[src/rtl/core/etme_pkg.sv]
// shared types and constants for the exclusion table with minimum-key eviction
`timescale 1ns / 1ps
package etme_pkg;

	localparam int KEY_W   = 64;
	localparam int DIR_W   = 2;
	localparam int ENTRY_W = KEY_W + DIR_W;
	localparam int CNT_W   = 6;

	// raw direction code of the wildcard (-1)
	localparam logic [DIR_W-1:0] DIR_ANY = 2'b11;

	typedef enum logic [1:0] {
		CMD_ADD    = 2'd0,
		CMD_REMOVE = 2'd1,
		CMD_LOOKUP = 2'd2,
		CMD_CLEAR  = 2'd3
	} cmd_t;

	typedef enum logic [1:0] {
		ST_IDLE,
		ST_SCAN,
		ST_COMMIT
	} state_t;

	// controller to datapath
	typedef struct packed {
		logic load;
		logic scan;
		logic commit;
	} ctrl_cmd_t;

	// datapath to controller
	typedef struct packed {
		logic scan_end;
	} dp_stat_t;

endpackage

[src/rtl/core/exclusion_table_min_evict.sv]
// top level of the exclusion table with minimum-key eviction
`timescale 1ns / 1ps
//
// channel   direction  signals                                  handshake
// -------   ---------  ---------------------------------------  ----------------------
// command   in         command, channel_id, direction           start high, busy low
// result    out        hit, removed_count, entry_count          done high, one cycle
//
// the item is latched at its accept edge; its result strobe rises after the scan state,
// reading each held entry through the registered ram read port, then the commit state
// an empty table or a clear reads no entry from the ram in its scan
// busy drops as the result is registered, so the next item can be taken at the edge that
// ends the strobe; while an item is in scan or commit no new item is taken
// reset clears the fill level and the sequencer; table contents need no reset
// the receiver cannot stall: each result is valid for exactly one cycle
//
module exclusion_table_min_evict #(
	parameter int TABLE_DEPTH = 32
) (
	input  logic              clk,
	input  logic              arst_n,
	input  logic              start,
	output logic              busy,
	input  logic [1:0]        command,
	input  logic [63:0]       channel_id,
	input  logic signed [1:0] direction,
	output logic              done,
	output logic              hit,
	output logic [5:0]        removed_count,
	output logic [5:0]        entry_count
);
	import etme_pkg::*;

	ctrl_cmd_t ctl;
	dp_stat_t  stat;

	// sequencer: idle, scan every held entry, commit
	etme_ctrl u_ctrl (
		.clk   (clk),
		.arst_n(arst_n),
		.start (start),
		.stat  (stat),
		.ctl   (ctl),
		.busy  (busy)
	);

	// table ram, compaction for remove, lowest-id tracking for add when full
	etme_dp #(
		.DEPTH(TABLE_DEPTH)
	) u_dp (
		.clk          (clk),
		.arst_n       (arst_n),
		.ctl          (ctl),
		.stat         (stat),
		.command      (command),
		.channel_id   (channel_id),
		.direction    (direction),
		.done         (done),
		.hit          (hit),
		.removed_count(removed_count),
		.entry_count  (entry_count)
	);

endmodule

[src/rtl/core/etme_ram.sv]
// generic single-write, single-read ram with registered read data
`timescale 1ns / 1ps
module etme_ram #(
	parameter int WIDTH = 66,
	parameter int DEPTH = 32,
	parameter int AW    = (DEPTH > 1) ? $clog2(DEPTH) : 1
) (
	input  logic             clk,
	input  logic             we,
	input  logic [AW-1:0]    waddr,
	input  logic [WIDTH-1:0] wdata,
	input  logic [AW-1:0]    raddr,
	output logic [WIDTH-1:0] rdata
);

	logic [WIDTH-1:0] mem_q [DEPTH];
	logic [WIDTH-1:0] rdata_q;

	always_ff @(posedge clk) begin
		if (we) begin
			mem_q[waddr] <= wdata;
		end
		rdata_q <= mem_q[raddr];
	end

	assign rdata = rdata_q;

endmodule

[src/rtl/core/etme_ctrl.sv]
// command sequencer: idle, table scan, commit
`timescale 1ns / 1ps
module etme_ctrl (
	input  logic                 clk,
	input  logic                 arst_n,
	input  logic                 start,
	input  etme_pkg::dp_stat_t   stat,
	output etme_pkg::ctrl_cmd_t  ctl,
	output logic                 busy
);
	import etme_pkg::*;

	state_t state_q;
	state_t state_d;

	always_ff @(posedge clk or negedge arst_n) begin
		if (!arst_n) begin
			state_q <= ST_IDLE;
		end else begin
			state_q <= state_d;
		end
	end

	always_comb begin
		state_d = state_q;
		unique case (state_q)
			ST_IDLE: begin
				if (start) begin
					state_d = ST_SCAN;
				end
			end
			ST_SCAN: begin
				if (stat.scan_end) begin
					state_d = ST_COMMIT;
				end
			end
			ST_COMMIT: begin
				state_d = ST_IDLE;
			end
			default: begin
				state_d = ST_IDLE;
			end
		endcase
	end

	always_comb begin
		ctl  = '0;
		busy = 1'b1;
		unique case (state_q)
			ST_IDLE: begin
				busy     = 1'b0;
				ctl.load = start;
			end
			ST_SCAN: begin
				ctl.scan = 1'b1;
			end
			ST_COMMIT: begin
				ctl.commit = 1'b1;
			end
			default: begin
				busy = 1'b1;
			end
		endcase
	end

endmodule

[src/rtl/core/etme_dp.sv]
// datapath: item registers, scan pointers, compaction, minimum tracking, results
`timescale 1ns / 1ps
module etme_dp #(
	parameter int DEPTH = 32
) (
	input  logic                clk,
	input  logic                arst_n,
	input  etme_pkg::ctrl_cmd_t ctl,
	output etme_pkg::dp_stat_t  stat,
	input  logic [1:0]          command,
	input  logic [63:0]         channel_id,
	input  logic signed [1:0]   direction,
	output logic                done,
	output logic                hit,
	output logic [5:0]          removed_count,
	output logic [5:0]          entry_count
);
	import etme_pkg::*;

	localparam int IW = (DEPTH > 1) ? $clog2(DEPTH) : 1;
	localparam int CW = $clog2(DEPTH + 1);

	cmd_t             cmd_q;
	logic [KEY_W-1:0] key_q;
	logic [DIR_W-1:0] dir_q;
	logic [CW-1:0]    fill_q;
	logic [CW-1:0]    rd_q;
	logic [CW-1:0]    wr_q;
	logic [CW-1:0]    gone_q;
	logic             found_q;
	logic [KEY_W-1:0] min_key_q;
	logic [IW-1:0]    min_idx_q;
	logic             rvalid_s1;
	logic [IW-1:0]    ridx_s1;
	logic             done_q;
	logic             hit_q;
	logic [5:0]       removed_q;
	logic [5:0]       count_q;

	logic [ENTRY_W-1:0] rdata;
	logic [KEY_W-1:0]   e_key;
	logic [DIR_W-1:0]   e_dir;
	logic [CW-1:0]      limit;
	logic               rd_more;
	logic               key_eq;
	logic               rm_match;
	logic               lk_match;
	logic               full;
	logic               we;
	logic [IW-1:0]      waddr;
	logic [ENTRY_W-1:0] wdata;
	logic [CW-1:0]      fill_d;
	logic [CW+5:0]      fill_ext;
	logic [CW+5:0]      gone_ext;

	assign e_key    = rdata[ENTRY_W-1:DIR_W];
	assign e_dir    = rdata[DIR_W-1:0];
	// clear needs no pass over the table
	assign limit    = (cmd_q == CMD_CLEAR) ? '0 : fill_q;
	assign rd_more  = (rd_q != limit);
	assign key_eq   = (e_key == key_q);
	assign rm_match = key_eq && ((dir_q == DIR_ANY) || (e_dir == dir_q));
	assign lk_match = key_eq && ((e_dir == DIR_ANY) || (e_dir == dir_q));
	assign full     = (fill_q == CW'(DEPTH));

	assign stat.scan_end = !rd_more && !rvalid_s1;

	// write port: compaction during remove scan, insert at add commit
	always_comb begin
		we    = 1'b0;
		waddr = wr_q[IW-1:0];
		wdata = rdata;
		if (ctl.scan && rvalid_s1 && (cmd_q == CMD_REMOVE) && !rm_match) begin
			we = 1'b1;
		end else if (ctl.commit && (cmd_q == CMD_ADD) && !found_q) begin
			we    = 1'b1;
			waddr = full ? min_idx_q : fill_q[IW-1:0];
			wdata = {key_q, dir_q};
		end
	end

	always_comb begin
		fill_d = fill_q;
		unique case (cmd_q)
			CMD_ADD:    fill_d = (!found_q && !full) ? fill_q + CW'(1) : fill_q;
			CMD_REMOVE: fill_d = wr_q;
			CMD_LOOKUP: fill_d = fill_q;
			CMD_CLEAR:  fill_d = '0;
			default:    fill_d = fill_q;
		endcase
	end

	// counts report their low six bits
	assign fill_ext = {6'b0, fill_d};
	assign gone_ext = {6'b0, gone_q};

	etme_ram #(
		.WIDTH(ENTRY_W),
		.DEPTH(DEPTH)
	) u_ram (
		.clk  (clk),
		.we   (we),
		.waddr(waddr),
		.wdata(wdata),
		.raddr(rd_q[IW-1:0]),
		.rdata(rdata)
	);

	// item and scan payload, read index and result registers
	always_ff @(posedge clk) begin
		if (ctl.load) begin
			cmd_q   <= cmd_t'(command);
			key_q   <= channel_id;
			dir_q   <= direction;
			rd_q    <= '0;
			wr_q    <= '0;
			gone_q  <= '0;
			found_q <= 1'b0;
		end else if (ctl.scan) begin
			if (rd_more) begin
				rd_q <= rd_q + CW'(1);
			end
			if (rvalid_s1) begin
				unique case (cmd_q)
					CMD_ADD: begin
						if (key_eq && (e_dir == dir_q)) begin
							found_q <= 1'b1;
						end
						if ((ridx_s1 == '0) || (e_key < min_key_q)) begin
							min_key_q <= e_key;
							min_idx_q <= ridx_s1;
						end
					end
					CMD_REMOVE: begin
						if (rm_match) begin
							gone_q <= gone_q + CW'(1);
						end else begin
							wr_q <= wr_q + CW'(1);
						end
					end
					CMD_LOOKUP: begin
						if (lk_match) begin
							found_q <= 1'b1;
						end
					end
					CMD_CLEAR: begin
						found_q <= 1'b0;
					end
					default: begin
						found_q <= found_q;
					end
				endcase
			end
		end
		ridx_s1   <= rd_q[IW-1:0];
		hit_q     <= (cmd_q == CMD_ADD) || ((cmd_q == CMD_LOOKUP) && found_q);
		removed_q <= (cmd_q == CMD_REMOVE) ? gone_ext[5:0] : 6'd0;
		count_q   <= fill_ext[5:0];
	end

	// control state
	always_ff @(posedge clk or negedge arst_n) begin
		if (!arst_n) begin
			fill_q    <= '0;
			rvalid_s1 <= 1'b0;
			done_q    <= 1'b0;
		end else begin
			rvalid_s1 <= ctl.scan && rd_more;
			done_q    <= ctl.commit;
			if (ctl.commit) begin
				fill_q <= fill_d;
			end
		end
	end

	assign done          = done_q;
	assign hit           = hit_q;
	assign removed_count = removed_q;
	assign entry_count   = count_q;

endmodule

[config.mk]
export PLATFORM = sky130hd
export DESIGN_NAME = exclusion_table_min_evict
export DESIGN_NICKNAME = d
export VERILOG_FILES = /design/src/rtl/core/etme_pkg.sv /design/src/rtl/core/exclusion_table_min_evict.sv /design/src/rtl/core/etme_ram.sv /design/src/rtl/core/etme_ctrl.sv /design/src/rtl/core/etme_dp.sv
export SDC_FILE = /design/constraint.sdc
export NUM_CORES = 2
export LEC_CHECK = 0
export ABC_AREA = 1
export BUFFER_PORTS_ARGS = -buffer_cell sky130_fd_sc_hd__clkbuf_2
export CORE_ASPECT_RATIO = 0.75
export CORE_MARGIN = 8
export CORE_UTILIZATION = 55
export DETAILED_ROUTE_END_ITERATION = 16
export GPL_ROUTABILITY_DRIVEN = 0
export PLACE_DENSITY = 0.71
export SYNTH_ARGS = -nofsm -noshare
export SYNTH_HDL_FRONTEND = slang
export SYNTH_SLANG_ARGS = --single-unit
export TNS_END_PERCENT = 5
[constraint.sdc]
create_clock -name clk -period 8.46 [get_ports clk]
set_input_delay 0.846 -clock clk [delete_from_list [all_inputs] [get_ports clk]]
set_output_delay 0.846 -clock clk [all_outputs]
set_load 0.02 [all_outputs]
# After elaboration in Yosys (flattened, before gate mapping)
# Memory sizes are Yosys's and may differ from the RTL's. A register that Yosys moved wholly into a read port is not among the register bits.
# Index checks and enable logic that the tools add are counted.
word_totals:
  ff_bits: 184
  ram_bits: 2112
  inputBits: 71
  output_inout_bits: 15
  word_cells: 93
  mem_count: 1
mem_list:
  columns: ["name", "words", "word_bits", "rd", "rd_clocked_by_memory_dff", "write_ports", "line", "source"]
  rows:
  - ["u_dp.u_ram.mem_q", 32, 66, 1, 1, 1, "etme_ram.sv:16", "logic [WIDTH-1:0] mem_q [DEPTH];"]
op_classes:
  addsub: 4
  n_lt_le_gt_ge: 1
  n_eq_ne: 15
  muxes: 22
  bitwise_logic: 2
  reduce_logical: 31
ops:
  columns: ["op", "n"]
  rows:
  - ["$mux W66", 2]
  - ["$eq A64 B64 Y1", 1]
  - ["$lt A64 B64 Y1", 1]
  - ["$add A6 B1 Y6 const B", 4]
  - ["$pmux W6 S4", 1]
  - ["$mux W5", 3]
  - ["$logic_and A1 B1 Y1", 12]
  - ["$mux W6", 2]
  - ["$eq A2 B2 Y1 const B", 5]
  - ["$mux W1", 10]
  - ["$reduce_and A5 Y1", 2]
  - ["$reduce_and A4 Y1", 2]
  - ["$eq A6 B6 Y1 const B", 1]
  - ["$ne A2 B2 Y1 const B", 3]
  - ["$ne A6 B6 Y1", 1]
  - ["$logic_not A1 Y1", 5]
  - ["$logic_not A5 Y1", 1]
  - ["$eq A2 B1 Y1 const B", 2]
  - ["$logic_not A2 Y1", 2]
  - ["$logic_or A1 B1 Y1", 4]
  - ["$mux W2", 2]
  - ["$pmux W2 S2", 1]
  - ["$reduce_and A2 Y1", 2]
  - ["$pmux W1 S3", 1]
  - ["4 further kinds", 5]

# Logic depth before layout (Yosys ltp)
logic_depth:
  ltp_word: 8
  depth_mapped: 15
  depth_no_buf: 15

# Modules after synthesis
# From an unflattened synthesis, not the netlist that was laid out.
hier_totals:
  hier_cells: 8177
  hier_area_um2: 96209.8
by_module_without_submodules:
  columns: ["mod", "n_inst", "cells_each", "area_per_inst_um2", "seq_area_each_um2"]
  rows:
  - ["etme_ram", 1, 6972, 85814.8, 64742.1]
  - ["etme_dp", 1, 1190, 10288.6, 5054.8]
  - ["etme_ctrl", 1, 15, 106.4, 50.0]

# Worst setup path before layout
# OpenSTA, ideal clock, no wires.
synth_path:
  path_type: "register to register"
  start: "reg u_dp.u_ram.rdata_q[21] (netlist: u_dp.u_ram.rdata[21]) (read register of u_dp.u_ram.mem_q)"
  end: "reg u_dp.min_idx_q[0], enable pin"
  setup_time_ns: 0.519
  arrival_ns: 4.583
  t_required_ns: 7.941
  slack_ns: 3.359
  path_stages_with_launch: 11
  n_path_buf: 0
  synth_period_minus_slack_ns: 5.101
  cell_sequence: "dfxtp_1 > ha_1 > a21oi_1 > o21ai_0 > nand2_1 > o211ai_1 > a21oi_1 > nand2_1 > nand2_1 > nand2_1 > a21oi_1"
synth_between:
  elab_chain_cells: 3
synth_lines:
  columns: ["element", "line", "source"]
  rows:
  - ["start, declared", "etme_ram.sv:17", "logic [WIDTH-1:0] rdata_q;"]
  - ["$lt A64 B64 Y1", "etme_dp.sv:129", "if ((ridx_s1 == '0) || (e_key < min_key_q)) begin"]
  - ["$logic_or A1 B1 Y1", "etme_dp.sv:129", null]
  - ["$reduce_and A5 Y1 (no line)", null, null]
  - ["end signal, assigned", "etme_dp.sv:131", "min_idx_q <= ridx_s1;"]
  - ["end, declared", "etme_dp.sv:32", "logic [IW-1:0] min_idx_q;"]
# Every way passes these cells.
# A chain may end at the register's enable or synchronous reset.

# Worst setup path after layout
layout_path:
  start: "reg u_ctrl.state_q[0]"
  end: "mem u_dp.u_ram.mem_q[31][56], enable pin"
layout_between:
  elab_chain_cells: 8
  word_cells_on_any_way: 15
  classes_between: "eq/ne (2); mux (8); reduce/logical (5)"
layout_lines:
  columns: ["element", "line", "source"]
  rows:
  - ["start, declared", "etme_ctrl.sv:13", "state_t state_q;"]
  - ["start signal, assigned", "etme_ctrl.sv:20", "state_q <= state_d;"]
  - ["$eq A2 B2 Y1 or $eq A2 B1 Y1 (tied branches)", "etme_ctrl.sv:49", "unique case (state_q)"]
  - ["$mux W1", "etme_ctrl.sv:49", null]
  - ["$logic_and A1 B1 Y1, on equally long branches (2 in a row)", "etme_dp.sv:75, etme_dp.sv:73", null]
  - ["$mux W1 or $logic_and A1 B1 Y1 (tied branches)", "etme_dp.sv:75, etme_dp.sv:73", null]
  - ["$mux W1", "etme_dp.sv:73", "if (ctl.scan && rvalid_s1 && (cmd_q == CMD_REMOVE) && !rm_match) begin"]
  - ["$mux W1", "etme_ram.sv:20", "if (we) begin"]
  - ["$mux W1 (not written as such)", "etme_ram.sv:21", "mem_q[waddr] <= wdata;"]
  - ["end, declared", "etme_ram.sv:16", null]
# Parallel ways exist; a longest one is shown, timed or not.

==> results_dict.tcl <==
set metrics [dict create \
    std_cell_rows 131 \
    clk_latency_ns 0.86 \
    min_from "channel_id[8]" \
    synth_xor_area_share_pct 0.869 \
    initial_core_util_pct 55.1 \
    crit_path_end_kind "flop" \
    synthSimpleGateAreaFrac_pct 8.25 \
    hold_buffers 1 \
    gr-usage-met2_pct 39.6 \
    die_area_um2 184000 \
    clockBufferDepth 3 \
    worstMarginPinSlew_ns 1.28 \
    grt-ovfl-total 0 \
    synth_seq_cells 2362 \
    hold_violations 0 \
    clk_pin_slew_ns 0.06 \
    post-route-period-util_pct 59.5 \
    synth_top_area_share_pct 72.3 \
    io_pins 86 \
    area_delta_synth_final_pct 10.3 \
    peakVddDrop_mv 0.396 \
    p_per_area_nw_per_um2 372 \
    vias 61017 \
    path_class "flop to flop" \
    hold_class "input pin to flop" \
    synthArstFlopShare_pct 0.423 \
    skew_ns 0.0278 \
    finalSetupTns_ns 0 \
    slew_violations 0 \
    coreArea_um2 169000 \
    synth_edf_count 2249 \
    grt_max_degree 236 \
    cap_violations 0 \
    layout_common_cells "2,249 x edfxtp_1, 1,240 x nor2_1, 1,103 x o21ai_0" \
    synth_top_family_by_area "compound AO/OA/AOI/OAI gates" \
    cts_tree "done" \
    drive_above_1_share_pct 8.77 \
    fin_crit_ns 5.03 \
    r2r-start "u_ctrl.state_q[0]$_DFFE_PN0P_" \
    wirelength_mm 266 \
    synth_compound_gate_area_share_pct 11.7 \
    synth_top_area_cell "edfxtp_1" \
    cts_buffers 214 \
    max_freq_mhz 199 \
    grt_use_total_pct 27.9 \
    drt_iter0_markers 10222 \
    critical_path_arrival_ns 5.51 \
    synth_nets 7240 \
    cts.sinks 2362 \
    rsz0062_at_grt "false" \
    final_cells 9506 \
    yosys-top-cells-area "edfxtp_1 72%, o21ai_0 6.1%, nor2_1 5.1%" \
    grt_pass1_wl_mm 383 \
    muxShareOfSynthArea_pct 0.458 \
    syn_avg_cell_area_um2 13.2 \
    crit_path_max_fanout 51 \
    htreeDepth 4 \
    dieHeight_um 373 \
    antenna_found_initial 20 \
    synthAdderAreaFrac_pct 0.910 \
    drt-pass1-iter-count 6 \
    use_met3_pct 8.28 \
    busiest_layer "met1" \
    numPortBuffers 85 \
    final-setup-viol-count 0 \
    layout.cells.most_common "edfxtp_1" \
    crit_path_start_kind "flop" \
    use_met1_pct 41.4 \
    cts_setup_buffers 0 \
    synth_area_um2 93500 \
    place_hpwl_mm 148 \
    synth_cell_type_count 51 \
    critPathRequiredTime_ns 8.93 \
    die_w_um 492 \
    yosys_warnings 0 \
    grt_pass1_vias 56479 \
    ant_nets 0 \
    cts.repair.resized 0 \
    slew_headroom_pct 14.4 \
    root_buffer "clkbuf_16" \
    p_leak_nw 33.7 \
    drc 0 \
    wl_per_cell_um 27.9 \
    dpl.cell_count 9099 \
    seq_area_frac_synth_pct 74.7 \
    cp-startpoint "u_ctrl.state_q[0]$_DFFE_PN0P_" \
    layout.nets 7194 \
    n_fill_cell 12591 \
    status "finished, final reports clean" \
    vias_per_cell 6.42 \
    synth_flop_cell "edfxtp_1" \
    synth_cells 7101 \
]
-- kinds of logic after synthesis --
group,Yosys count
xor+xnor,91
buf+inv,666
fa+ha+maj,68
compound gates,1922
mux,38
flops,2362
simple gates,1954
-- flip-flops by register name, indices dropped and copies added, names as in the netlist, 6 cells and up --
register            cells
u_dp.u_ram.mem_q     2112
u_dp.u_ram.rdata       66
u_dp.key_q             64
u_dp.min_key_q         64
u_dp.entry_count        6
u_dp.fill_q             6
u_dp.gone_q             6
u_dp.rd_q               6
u_dp.removed_count      6
u_dp.wr_q               6
-- Yosys cell counts (4+ instances only) --
cell type  number
nand2_2         6
xnor2_1        46
nand3_2         6
buf_6          10
inv_2           5
nor3_1         44
nor2_1       1272
edfxtp_1     2249
ha_1           68
buf_2         116
dfxtp_1       103
o21ai_1        48
o21ai_0      1130
nor2_2          4
a31oi_1        57
inv_1         204
nand3_1        92
o211ai_1       31
buf_1          13
o22ai_1       357
dfrtp_1        10
clkbuf_1      273
mux2_2         38
and3_1          4
o221ai_1      159
nand4_1        33
a21oi_1       103
nand2_1       483
xor2_1         43
o211a_1         9
buf_4          40
a211oi_1       15
-- worst paths after layout --
check	to	slack (ns)	cells past startpoint
min	u_dp.key_q[8]$_DFFE_PP_	0.17	1
min reg2reg	u_dp.min_idx_q[2]$_DFFE_PP_	0.43	0
max	u_dp.u_ram.mem_q[31][56]$_DFFE_PP_	3.43	7
max in group asynchronous	u_dp.fill_q[3]$_DFFE_PN0P_	7.76	2
max reg2reg	u_dp.u_ram.mem_q[31][56]$_DFFE_PP_	3.43	7
min in group asynchronous	u_dp.fill_q[4]$_DFFE_PN0P_	0.45	2
-- stage by stage --
stage | total power, W | worst slack [ns] | cell area, µm² | hold WS [ns] | util, %
3_3_place_gp | 0.0281 | 3.63 | 96100 | 0.415 | 56.7
6_report | 0.0383 | 3.43 | 103000 | 0.174 | 60.8
4_1_cts | 0.0380 | 3.45 | 103000 | 0.119 | 60.8
5_1_grt | 0.0396 | 3.22 | 103000 | 0.137 | 60.8
3_5_place_dp | 0.0284 | 3.46 | 96100 | 0.416 | 56.7
2_1_floorplan | 0.0231 | 3.36 | 93500 | 0.360 | -
-- power breakdown --
group | internal (W) | switching [W]
clock network | 0.00543 | 0.00429
registers | 0.0151 | 0.000523
logic | 0.00295 | 0.0101
-- metal layers --
| layer | wire length (µm) | up-vias |
|---|---|---|
| met3 | 38300 | 514 |
| met2 | 113000 | 4144 |
| met5 | 43 | - |
| met1 | 105000 | 30166 |
| met4 | 8750 | 6 |
| li1 | - | 26187 |
-- worst max-delay path, cell delays in order (launching register included) --
cell     delay, ns
dfrtp_1       0.40
nor2_2        0.46
nand3_4       0.73
o21ai_1       0.59
nand3_2       0.45
nor2_4        0.65
buf_4         0.65
buf_4         0.63
-- area by class of cell --
cell class / count / area (µm²) / area share (%)
antenna: 6 / 15.0 / 0.0146
clock buffer: 258 / 5630 / 5.46
clock inverter: 142 / 1330 / 1.29
inverter: 213 / 845 / 0.819
multi-input combinational: 4073 / 21200 / 20.6
sequential: 2362 / 69900 / 67.8
tap: 2261 / 2830 / 2.74
timing repair buffer: 191 / 1400 / 1.36
Power figures use the tool's default switching activity.
